$ cat config.mk
export PLATFORM = sky130hd
export DESIGN_NAME = positional_list_engine_core_flat
export DESIGN_NICKNAME = d
export VERILOG_FILES = /design/src/hw/rtl/ple_pkg.sv /design/src/hw/rtl/ple_cmd_if.sv /design/src/hw/rtl/ple_res_if.sv /design/src/hw/rtl/ple_cell.sv /design/src/hw/rtl/positional_list_engine_core.sv /design/src/flat_wrapper.sv
export VERILOG_INCLUDE_DIRS = /design/src /design/src/hw/rtl
export SDC_FILE = /design/constraint.sdc
export NUM_CORES = 1
export LEC_CHECK = 0
export BUFFER_PORTS_ARGS = -buffer_cell sky130_fd_sc_hd__clkbuf_2
export CAP_MARGIN = 10
export CORE_ASPECT_RATIO = 1.5
export CORE_UTILIZATION = 48
export DETAILED_ROUTE_END_ITERATION = 10
export RECOVER_POWER = 50
export SYNTH_ARGS = -nofsm -noshare
export SYNTH_HDL_FRONTEND = slang
export SYNTH_HIERARCHICAL = 1
export SYNTH_SLANG_ARGS = --single-unit
$ cat constraint.sdc
create_clock -name i_clk -period 30.3 [get_ports i_clk]
set_clock_uncertainty 0.15 [all_clocks]
set_input_delay 1.515 -clock i_clk [delete_from_list [all_inputs] [get_ports i_clk]]
set_output_delay 1.515 -clock i_clk [all_outputs]
set_load 0.01 [all_outputs]
$ cat src/hw/rtl/positional_list_engine_core_defines.svh
// Assertion macros shared by the positional list engine RTL.
// Needs nothing else; included by positional_list_engine_core.sv, which carries assertions.
`ifndef POSITIONAL_LIST_ENGINE_CORE_DEFINES_SVH
`define POSITIONAL_LIST_ENGINE_CORE_DEFINES_SVH

// Checked property, switched off while the reset is asserted.
`define PLE_ASSERT(lbl, clk, rst_n, prop, msg) \
    lbl: assert property (@(posedge clk) disable iff (!rst_n) prop) else $error(msg);

// Checked property that also holds across reset.
`define PLE_ASSERT_ALWAYS(lbl, clk, prop, msg) \
    lbl: assert property (@(posedge clk) prop) else $error(msg);

`endif

$ cat src/hw/rtl/ple_pkg.sv
// Shared types and constants of the positional list engine.
// Depends on nothing; used by the interfaces, the cell and the top level.
package ple_pkg;

    localparam int CMD_W    = 3;
    localparam int POS_W    = 4;
    localparam int VAL_W    = 32;
    localparam int STATUS_W = 2;
    localparam int COUNT_W  = 5;

    localparam logic [CMD_W-1:0] CMD_APPEND = 3'd0;
    localparam logic [CMD_W-1:0] CMD_INSERT = 3'd1;
    localparam logic [CMD_W-1:0] CMD_REMOVE = 3'd2;
    localparam logic [CMD_W-1:0] CMD_ERASE  = 3'd3;
    localparam logic [CMD_W-1:0] CMD_READ   = 3'd4;

    localparam logic [STATUS_W-1:0] ST_OK    = 2'd0;
    localparam logic [STATUS_W-1:0] ST_RANGE = 2'd1;
    localparam logic [STATUS_W-1:0] ST_EMPTY = 2'd2;
    localparam logic [STATUS_W-1:0] ST_FULL  = 2'd3;

    // Broadcast to every cell of the chain for one accepted command.
    typedef struct packed {
        logic                    append;
        logic                    shift_up;
        logic                    shift_down;
        logic [POS_W-1:0]        pos;
        logic signed [VAL_W-1:0] value;
    } t_cell_ctrl;

endpackage

$ cat src/hw/rtl/ple_cmd_if.sv
// Command channel of the positional list engine: valid, ready and one command word.
// Depends on ple_pkg.
interface ple_cmd_if;
    import ple_pkg::*;

    logic                    valid;
    logic                    ready;
    logic [CMD_W-1:0]        cmd;
    logic [POS_W-1:0]        position;
    logic signed [VAL_W-1:0] value;

    modport source (output valid, cmd, position, value, input ready);
    modport sink   (input valid, cmd, position, value, output ready);
endinterface

$ cat src/hw/rtl/ple_res_if.sv
// Result channel of the positional list engine: valid, ready and one result word.
// Depends on ple_pkg.
interface ple_res_if;
    import ple_pkg::*;

    logic                    valid;
    logic                    ready;
    logic [STATUS_W-1:0]     status;
    logic signed [VAL_W-1:0] read_value;
    logic [COUNT_W-1:0]      count;

    modport source (output valid, status, read_value, count, input ready);
    modport sink   (input valid, status, read_value, count, output ready);
endinterface

$ cat src/hw/rtl/ple_cell.sv
// One storage cell of the list chain: holds one element and takes a new value,
// the command's, its lower neighbour's or its upper neighbour's. Depends on ple_pkg.
module ple_cell #(
    parameter int CNT_W = 5,
    parameter int IDX   = 0
) (
    input  logic                            i_clk,
    input  ple_pkg::t_cell_ctrl             i_ctrl,
    input  logic [CNT_W-1:0]                i_count,
    input  logic signed [ple_pkg::VAL_W-1:0] i_prev,
    input  logic signed [ple_pkg::VAL_W-1:0] i_next,
    output logic signed [ple_pkg::VAL_W-1:0] o_data
);
    import ple_pkg::*;

    localparam int CMP_W = (CNT_W > POS_W) ? CNT_W : POS_W;
    localparam logic [CMP_W-1:0] MY_IDX = CMP_W'(IDX);

    logic [CMP_W-1:0]        w_pos;
    logic [CMP_W-1:0]        w_cnt;
    logic signed [VAL_W-1:0] r_data;
    logic signed [VAL_W-1:0] n_data;

    assign w_pos = CMP_W'(i_ctrl.pos);
    assign w_cnt = CMP_W'(i_count);

    always_comb begin
        n_data = r_data;
        priority if ((i_ctrl.append && MY_IDX == w_cnt) ||
                     (i_ctrl.shift_up && MY_IDX == w_pos)) begin
            n_data = i_ctrl.value;
        end else if (i_ctrl.shift_up && MY_IDX > w_pos) begin
            n_data = i_prev;
        end else if (i_ctrl.shift_down && MY_IDX >= w_pos) begin
            n_data = i_next;
        end else begin
            // No command touches this cell, so it keeps its element.
            n_data = r_data;
        end
    end

    always_ff @(posedge i_clk) begin
        r_data <= n_data;
    end

    assign o_data = r_data;
endmodule

$ cat src/hw/rtl/positional_list_engine_core.sv
// Top level of the positional list engine: command decode, element count,
// the chain of ple_cell storage cells and the result register.
// Depends on ple_pkg, ple_cmd_if, ple_res_if, ple_cell and the defines header.

// The engine keeps an ordered list of up to CAPACITY signed 32-bit elements in a
// row of cells, each holding one element. A command is one of:
// append, insert at a position, remove the last element, erase at a position or
// read at a position. Insert and erase move every affected element one cell up or
// down in the same clock edge, each cell loading from its neighbour, so every
// command completes at that edge and its result word appears on the result channel
// on the following cycle. One command per cycle is sustained for as long as the
// result channel takes each word; the single result register is what sets that
// figure, and the command channel stalls only while a result waits untaken. A read
// selects among the first sixteen cells, the reach of the four-bit position.
// Cells are not cleared at reset; only the count and the valid flag of the result
// are, and no element beyond the count is ever returned. A full list reports a full
// status rather than growing; insert and erase demand a position below the count.
module positional_list_engine_core #(
    parameter int CAPACITY = 16
) (
    input logic     i_clk,
    input logic     i_rst_n,
    ple_cmd_if.sink   i_cmd,
    ple_res_if.source o_res
);
    import ple_pkg::*;
    `include "positional_list_engine_core_defines.svh"

    localparam int CNT_W  = $clog2(CAPACITY + 1);
    localparam int CMP_W  = (CNT_W > POS_W) ? CNT_W : POS_W;
    localparam int EXT_W  = (CNT_W > COUNT_W) ? CNT_W : COUNT_W;
    localparam int RD_N   = (CAPACITY < (1 << POS_W)) ? CAPACITY : (1 << POS_W);
    localparam logic [CNT_W-1:0] FULL_CNT = CNT_W'(CAPACITY);

    // Element count and the handshake of the command channel.
    logic [CNT_W-1:0] r_count;
    logic [CNT_W-1:0] n_count;
    logic             w_accept;
    logic             w_pos_ok;
    logic             w_full;
    logic             w_empty;

    // Result register.
    logic                    r_out_valid;
    logic [STATUS_W-1:0]     r_status;
    logic signed [VAL_W-1:0] r_read_value;
    logic [COUNT_W-1:0]      r_out_count;
    logic [STATUS_W-1:0]     n_status;
    logic signed [VAL_W-1:0] n_read_value;
    logic [EXT_W-1:0]        w_count_ext;

    t_cell_ctrl              w_ctrl;
    logic signed [VAL_W-1:0] w_cell_data [CAPACITY];
    logic signed [VAL_W-1:0] w_sel_data;

    // A new command is taken whenever the result register is free or drains now.
    assign i_cmd.ready = !r_out_valid || o_res.ready;
    assign w_accept    = i_cmd.valid && i_cmd.ready;

    assign w_pos_ok = CMP_W'(i_cmd.position) < CMP_W'(r_count);
    assign w_full   = (r_count == FULL_CNT);
    assign w_empty  = (r_count == '0);

    // Read selection over the cells that a position can reach.
    always_comb begin
        w_sel_data = '0;
        for (int i = 0; i < RD_N; i++) begin
            if (i_cmd.position == POS_W'(i)) begin
                w_sel_data = w_cell_data[i];
            end
        end
    end

    // Command decode: status, read data, new count and the cell controls.
    always_comb begin
        n_status          = ST_OK;
        n_read_value      = '0;
        n_count           = r_count;
        w_ctrl.append     = 1'b0;
        w_ctrl.shift_up   = 1'b0;
        w_ctrl.shift_down = 1'b0;
        w_ctrl.pos        = i_cmd.position;
        w_ctrl.value      = i_cmd.value;
        unique case (i_cmd.cmd)
            CMD_APPEND: begin
                if (w_full) begin
                    n_status = ST_FULL;
                end else begin
                    w_ctrl.append = w_accept;
                    n_count       = r_count + 1'b1;
                end
            end
            CMD_INSERT: begin
                if (!w_pos_ok) begin
                    n_status = ST_RANGE;
                end else if (w_full) begin
                    n_status = ST_FULL;
                end else begin
                    w_ctrl.shift_up = w_accept;
                    n_count         = r_count + 1'b1;
                end
            end
            CMD_REMOVE: begin
                if (w_empty) begin
                    n_status = ST_EMPTY;
                end else begin
                    n_count = r_count - 1'b1;
                end
            end
            CMD_ERASE: begin
                if (w_empty) begin
                    n_status = ST_EMPTY;
                end else if (!w_pos_ok) begin
                    n_status = ST_RANGE;
                end else begin
                    w_ctrl.shift_down = w_accept;
                    n_count           = r_count - 1'b1;
                end
            end
            CMD_READ: begin
                if (!w_pos_ok) begin
                    n_status = ST_RANGE;
                end else begin
                    n_read_value = w_sel_data;
                end
            end
            default: begin
            end
        endcase
    end

    // Cell chain; the top cell feeds itself, the bottom one takes the command value.
    for (genvar g = 0; g < CAPACITY; g++) begin : g_cell
        logic signed [VAL_W-1:0] w_prev;
        logic signed [VAL_W-1:0] w_next;

        if (g == 0) begin : g_first
            assign w_prev = i_cmd.value;
        end else begin : g_mid_lo
            assign w_prev = w_cell_data[g-1];
        end
        if (g == CAPACITY - 1) begin : g_last
            assign w_next = w_cell_data[g];
        end else begin : g_mid_hi
            assign w_next = w_cell_data[g+1];
        end

        ple_cell #(
            .CNT_W (CNT_W),
            .IDX   (g)
        ) u_cell (
            .i_clk   (i_clk),
            .i_ctrl  (w_ctrl),
            .i_count (r_count),
            .i_prev  (w_prev),
            .i_next  (w_next),
            .o_data  (w_cell_data[g])
        );
    end

    assign w_count_ext = EXT_W'(n_count);

    always_ff @(posedge i_clk) begin
        if (!i_rst_n) begin
            r_count     <= '0;
            r_out_valid <= 1'b0;
        end else begin
            if (w_accept) begin
                r_count     <= n_count;
                r_out_valid <= 1'b1;
            end else if (o_res.ready) begin
                r_out_valid <= 1'b0;
            end
        end
    end

    always_ff @(posedge i_clk) begin
        if (w_accept) begin
            r_status     <= n_status;
            r_read_value <= n_read_value;
            r_out_count  <= w_count_ext[COUNT_W-1:0];
        end
    end

    assign o_res.valid      = r_out_valid;
    assign o_res.status     = r_status;
    assign o_res.read_value = r_read_value;
    assign o_res.count      = r_out_count;

    // The count starts empty after reset and never passes the capacity.
    `PLE_ASSERT_ALWAYS(a_reset_empty, i_clk, !i_rst_n |=> (r_count == '0), "count not cleared")
    `PLE_ASSERT(a_count_bound, i_clk, i_rst_n, r_count <= FULL_CNT, "count above capacity")
    // An append to a list with room grows it by exactly one element.
    `PLE_ASSERT(a_append_grows, i_clk, i_rst_n, (w_accept && i_cmd.cmd == CMD_APPEND && !w_full) |=> (r_count == $past(r_count) + 1'b1), "append did not grow list")
    // Every accepted command leaves a result word waiting on the next cycle.
    `PLE_ASSERT(a_result_follows, i_clk, i_rst_n, w_accept |=> o_res.valid, "result word missing")
endmodule
$ cat src/flat_wrapper.sv
// flat-port wrapper written by rule: the top's interface ports become plain ports
module positional_list_engine_core_flat import ple_pkg::*;
#(
    parameter int CAPACITY = 16
)
  (i_clk, i_rst_n, i_cmd_valid, i_cmd_cmd, i_cmd_position, i_cmd_value, i_cmd_ready, o_res_valid, o_res_status, o_res_read_value, o_res_count, o_res_ready);
  ple_cmd_if i_cmd_i ();
  ple_res_if o_res_i ();
  input logic i_clk;
  input logic i_rst_n;
  input wire logic [$bits(i_cmd_i.valid)-1:0] i_cmd_valid;
  input wire logic [$bits(i_cmd_i.cmd)-1:0] i_cmd_cmd;
  input wire logic [$bits(i_cmd_i.position)-1:0] i_cmd_position;
  input wire logic [$bits(i_cmd_i.value)-1:0] i_cmd_value;
  output wire logic [$bits(i_cmd_i.ready)-1:0] i_cmd_ready;
  output wire logic [$bits(o_res_i.valid)-1:0] o_res_valid;
  output wire logic [$bits(o_res_i.status)-1:0] o_res_status;
  output wire logic [$bits(o_res_i.read_value)-1:0] o_res_read_value;
  output wire logic [$bits(o_res_i.count)-1:0] o_res_count;
  input wire logic [$bits(o_res_i.ready)-1:0] o_res_ready;
  assign i_cmd_i.valid = i_cmd_valid;
  assign i_cmd_i.cmd = i_cmd_cmd;
  assign i_cmd_i.position = i_cmd_position;
  assign i_cmd_i.value = i_cmd_value;
  assign i_cmd_ready = i_cmd_i.ready;
  assign o_res_valid = o_res_i.valid;
  assign o_res_status = o_res_i.status;
  assign o_res_read_value = o_res_i.read_value;
  assign o_res_count = o_res_i.count;
  assign o_res_i.ready = o_res_ready;
  positional_list_engine_core #(.CAPACITY(CAPACITY)) u_core (.i_clk(i_clk), .i_rst_n(i_rst_n), .i_cmd(i_cmd_i), .o_res(o_res_i));
endmodule
; ---- After elaboration in Yosys (flattened, before gate mapping)
; Index checks and enable logic that the tools add are counted.
[word_totals]
reg_bits = 557
latchBits = 0
ramBits = 0
mem_bits_ro = 0
input_bits = 43
output_inout_bits = 41
word_cells = 293
memories = 0
[op_classes]
add_sub_neg = 2
mul = 0
div_mod_pow = 0
order_cmp = 32
n_eq_ne = 50
n_shift = 0
n_mux = 84
bitwise = 0
n_reduce_logical = 104
[ops]
columns = operator, n
row1 = $mux 32, 63
row2 = $logic_and 1x1->1, 64
row3 = $reduce_bool 3->1, 15
row4 = $eq 4x5->1 const A, 8
row5 = $eq 4x4->1 const A, 8
row6 = $eq 4x4->1 const B, 8
row7 = $gt 4x4->1 const A, 8
row8 = $ge 4x4->1 const A, 7
row9 = $mux 5, 5
row10 = $eq 3x5->1 const A, 4
row11 = $pmux 5 s4, 1
row12 = $logic_or 1x1->1, 17
row13 = $eq 3x4->1 const A, 4
row14 = $eq 4x3->1 const B, 4
row15 = $ge 3x4->1 const A, 4
row16 = $gt 3x4->1 const A, 4
row17 = $eq 2x5->1 const A, 2
row18 = $logic_not 5->1, 2
row19 = $mux 1, 10
row20 = $pmux 2 s5, 1
row21 = $eq 2x4->1 const A, 2
row22 = $eq 4x2->1 const B, 2
row23 = $ge 1x4->1 const A, 2
row24 = $ge 2x4->1 const A, 2
row25 = other kinds (18), 25

; ---- Depth between registers and ports, before layout
[logic_depth]
word_depth = 17
mapped_depth = 13
mapped_depth_nobuf = 10

; ---- Cells and area by module
; The synthesis kept the hierarchy.
[modules_own_cells]
columns = module, n_inst, cells_per_inst, area_per_inst_um2
row1 = positional_list_engine_core, 1, 1004, 7427.1
row2 = ple_cell (u_core.g_cell[3].u_cell), 1, 154, 2219.6
row3 = ple_cell (u_core.g_cell[1].u_cell), 1, 148, 2183.3
row4 = ple_cell (u_core.g_cell[7].u_cell), 1, 156, 2088.3
row5 = ple_cell (u_core.g_cell[15].u_cell), 1, 151, 2083.2
row6 = ple_cell (u_core.g_cell[13].u_cell), 1, 111, 2026.9
row7 = ple_cell (u_core.g_cell[12].u_cell), 1, 112, 1984.4
row8 = ple_cell (u_core.g_cell[4].u_cell), 1, 111, 1968.1
row9 = ple_cell (u_core.g_cell[8].u_cell), 1, 112, 1965.6
row10 = ple_cell (u_core.g_cell[2].u_cell), 1, 111, 1964.4
row11 = ple_cell (u_core.g_cell[9].u_cell), 1, 111, 1910.6
row12 = ple_cell (u_core.g_cell[6].u_cell), 1, 147, 1856.8
row13 = ple_cell (u_core.g_cell[14].u_cell), 1, 181, 1824.2
row14 = ple_cell (u_core.g_cell[10].u_cell), 1, 149, 1785.5
row15 = 3 more rows, --, --, --

; ---- Worst setup path after synthesis
; Ideal clock, no wire load.
[synth_path]
path_kind = input-to-reg
from = in i_cmd_position[0]
to = reg u_core.g_cell[1].u_cell.r_data[0], enable pin
arrival_ps = 9798
required_time_ps = 29639
slack_ps = 19840
path_stages = 7
path_buffers = 1
cell_sequence = buf_2 nand2b_4 a2111oi_4 nor3_2 nor4b_1 nor2_1 o41ai_1
[synth_rtl]
columns = item, line
row1 = "start, declared", flat_wrapper.sv:13  ; input wire logic [$bits(i_cmd_i.position)-1:0] i_cmd_position;
row2 = "end signal, assigned", ple_cell.sv:43  ; r_data <= n_data;
row3 = "end, declared", ple_cell.sv:21  ; logic signed [VAL_W-1:0] r_data;

; ---- Final worst setup path
[layout_path]
from = in i_cmd_position[1]
to = reg u_core.g_cell[7].u_cell.r_data[6], data pin
[layout_via]
elab_chain_len = 6
[layout_lines]
columns = item, line
row1 = $lt 4x5->1, positional_list_engine_core.sv:60  ; assign w_pos_ok = CMP_W'(i_cmd.position) < CMP_W'(r_count);
row2 = $mux 1, positional_list_engine_core.sv:94  ; if (!w_pos_ok) begin
row3 = $mux 1, positional_list_engine_core.sv:84  ; unique case (i_cmd.cmd)
row4 = "$logic_and 1x1->1, on equally long branches", "ple_cell.sv:32, ple_cell.sv:30"
row5 = $mux 32 or $logic_or 1x1->1 (tied branches), "ple_cell.sv:32, ple_cell.sv:29"
row6 = $mux 32 *, ple_cell.sv:29  ; priority if ((i_ctrl.append && MY_IDX == w_cnt) ||
row7 = via u_core.g_cell[7].u_cell.n_data[6], ple_cell.sv:22  ; logic signed [VAL_W-1:0] n_data;
row8 = "end signal, assigned", ple_cell.sv:43
row9 = "end, declared", ple_cell.sv:21
; Mark *: on every way through the listed nets, which the timed path passes. The rest lies on a longest branch.
; A chain may end at the register's enable or synchronous reset.

==> results.json <==
{
  "outcome": "finished with violations",
  "violations": "max-capacitance violations, max-slew violations",
  "final_common_cell": "edfxtp_1",
  "cts.sinks": 557,
  "grt_pass1_vias": 29200,
  "synth-async-reset-ratio_pct": 0,
  "cp_max_fo": 128,
  "final_nets": 3147,
  "ys_seq_elements": 557,
  "synth.net_count": 3175,
  "fp.coreArea_um2": 78800,
  "numCtsBuffers": 59,
  "ys_warn_count": 6,
  "final_cell_mix": "edfxtp_1 (551), mux2i_1 (257), mux2_4 (183)",
  "relSlewSlack_pct": -410,
  "die_h_um": 348,
  "hold_viol": 0,
  "cp.required_ns": 30.52,
  "synthCells": 3127,
  "multi_input_area_um2": 18800,
  "cts_resized": 0,
  "syn_to_final_growth_pct": 4.57,
  "regArea_um2": 16700,
  "synth_seq_area_share_pct": 43.5,
  "drv_slew": 1124,
  "die_x_um": 233,
  "gp_congestion": 0.931,
  "drt-total-wl_um": 145000,
  "avgViaCountPerCell": 6.97,
  "pwr_density_cell_nw_per_um2": 44.6,
  "start_kind": "input pin",
  "dpl.cell_count": 4062,
  "cap_violations": 35,
  "p_total_mw": 1.78,
  "worstSetupPathType": "input pin to register",
  "ir_worst_vdd_v": 0.0000429,
  "wl_per_cell_um": 34.9,
  "fin_crit_sh_pct": 55.5,
  "fmax_mhz": 59.4,
  "grtUsageTotal_pct": 35.6,
  "die_area_um2": 80900,
  "cp-startpoint": "i_cmd_position[1]",
  "final_cell_count_no_fill": 4170,
  "ioPinCount": 84,
  "nFillCells": 7046,
  "grt_overflow": 0,
  "drt.antenna.violating_nets": 0,
  "critical_path_arrival_ns": 17.04,
  "post_cts_buffers": 0,
  "drcViolationCount": 0,
  "layout_min_cycle_time_ns": 16.82,
  "grt_max_degree": 130,
  "dpl.hpwl_um": 82100,
  "synth_edf_count": 551,
  "postCtsHoldBufs": 0,
  "dr.pass1.iters": 7,
  "grt_pass1_wl_um": 208000,
  "syn_avg_cell_area_um2": 12.2,
  "synthDistinctLibCells": 122,
  "initial_core_util_pct": 48.6,
  "clkSlewWorstSetupHoldPaths_ns": 0.07,
  "leakage_nw": 14.8,
  "vias": 29100,
  "post-route-util_pct": 50.8,
  "htreeDepth": 2,
  "io_buffers": 83,
  "root_buffer": "clkbuf_16",
  "end_kind": "register",
  "setup-tns-final_ns": 0,
  "antenna_found_initial": 7,
  "worstHoldPathType": "register to register",
  "insertion_delay_ns": 0.67,
  "hp-start": "u_core/o_res.valid",
  "cts_tree": "done",
  "rr_startpoint": "u_core/r_count[0]",
  "rows": 126,
  "r2r_setup_slack_ns": 16.94,
  "drtIter0Drc": 3412,
  "setup_viol": 0,
  "synth_ff_type": "edfxtp_1",
  "synth_area_um2": 38300,
  "tightestPinTransition_ns": 7.64,
  "rsz0062_at_grt": "false",
  "drive_gt1_share_pct": 24.3,
  "cts.path.max_buffers": 3
}
## final timing paths
| kind | end | cells past startpoint |
|---|---|---|
| setup / recovery | u_core/g_cell[7].u_cell/o_data[6] | 8 |
| hold / removal | u_core/o_res.valid | 2 |
| setup reg to reg | u_core/g_cell[14].u_cell/o_data[10] | 12 |
| hold reg to reg | u_core/o_res.valid | 2 |
## cell families (layout without fill, tap and decap cells)
group	count (synthesis)	in the layout	synth area share (%)
simple gates	616	616	9.20
compound gates	850	850	18.3
fa+ha+maj	5	5	0.163
buf+inv	379	396	6.17
xor+xnor	2	2	0.0457
mux	718	718	22.6
flops	557	557	43.5
other cells	0	2	0
## sequential cells by signal, indices dropped and copies added, names as in the netlist
signal,count
u_core/g_cell.u_cell/o_data,512
u_core/o_res.count,5
u_core/o_res.read_value,32
u_core/o_res.status,2
u_core/o_res.valid,1
u_core/r_count,5
## worst max-delay path, cell delays in order
cell	delay, ns
clkbuf_1	2.17
clkbuf_1	5.52
clkbuf_1	2.31
and3_1	1.22
clkbuf_1	1.28
a22oi_1	1.46
clkbuf_1	0.98
a2bb2oi_1	0.36
## through the flow
step	setup slack, ns	hold slack (ns)	area, µm²
detailed placement	23.12	0.406	39000
global placement	23.06	0.363	39000
floorplan	19.84	0.419	38300
global route	13.62	0.432	40000
finish	13.48	0.403	40000
CTS	23.78	0.415	40900
## synth_stat cells, types with 16 or more instances
cell type  count  area, µm²
edfxtp_1     551      16500
mux2i_1      257       2570
mux2_4       241       3620
nor2_1       158        593
mux2_2       151       1700
nand2_1      138        518
a21oi_1      122        611
o22ai_1      122        763
inv_1        114        428
a2bb2oi_2     90       1350
o21ai_0       79        395
clkbuf_1      76        285
o21ai_1       71        355
buf_2         69        345
mux2_1        69        777
buf_6         66        743
a21oi_2       45        394
a21boi_0      36        270
nand3_1       36        180
nor2b_1       35        219
or3b_1        34        298
or2_2         33        206
a222oi_1      32        320
a22oi_1       31        233
nand2b_1      30        188
o2bb2ai_2     30        450
buf_4         24        180
o221ai_1      24        210
nor3_1        21        105
or2b_1        19        143
nand3b_1      18        135
o211ai_1      17        128
a211oi_1      16        120
## power breakdown
group	leakage [nW]	switching, mW	internal (mW)
clock	0.932	0.330	0.422
combinational	8.85	0.117	0.0581
sequential	5.06	0.00643	0.851
total	14.8	0.454	1.33
## cell type report
type                    count  area share, %
repair buffers            175           2.47
flip-flops and latches    557           41.6
inverters                 115           1.08
clock inverters            38          0.956
diodes                      2         0.0125
multi-input cells        2191           46.9
clock buffers              68           3.77
well taps                1024           3.20
## metal layers
layer	global-route usage, %	vias up	part of all wire (%)
li1	-	12100	-
met1	42.2	14500	36
met2	57.8	1903	47
met3	7.83	609	9.7
met4	23.4	10	7.8
met5	0	-	0.047
(Power assumes the default switching activity.)
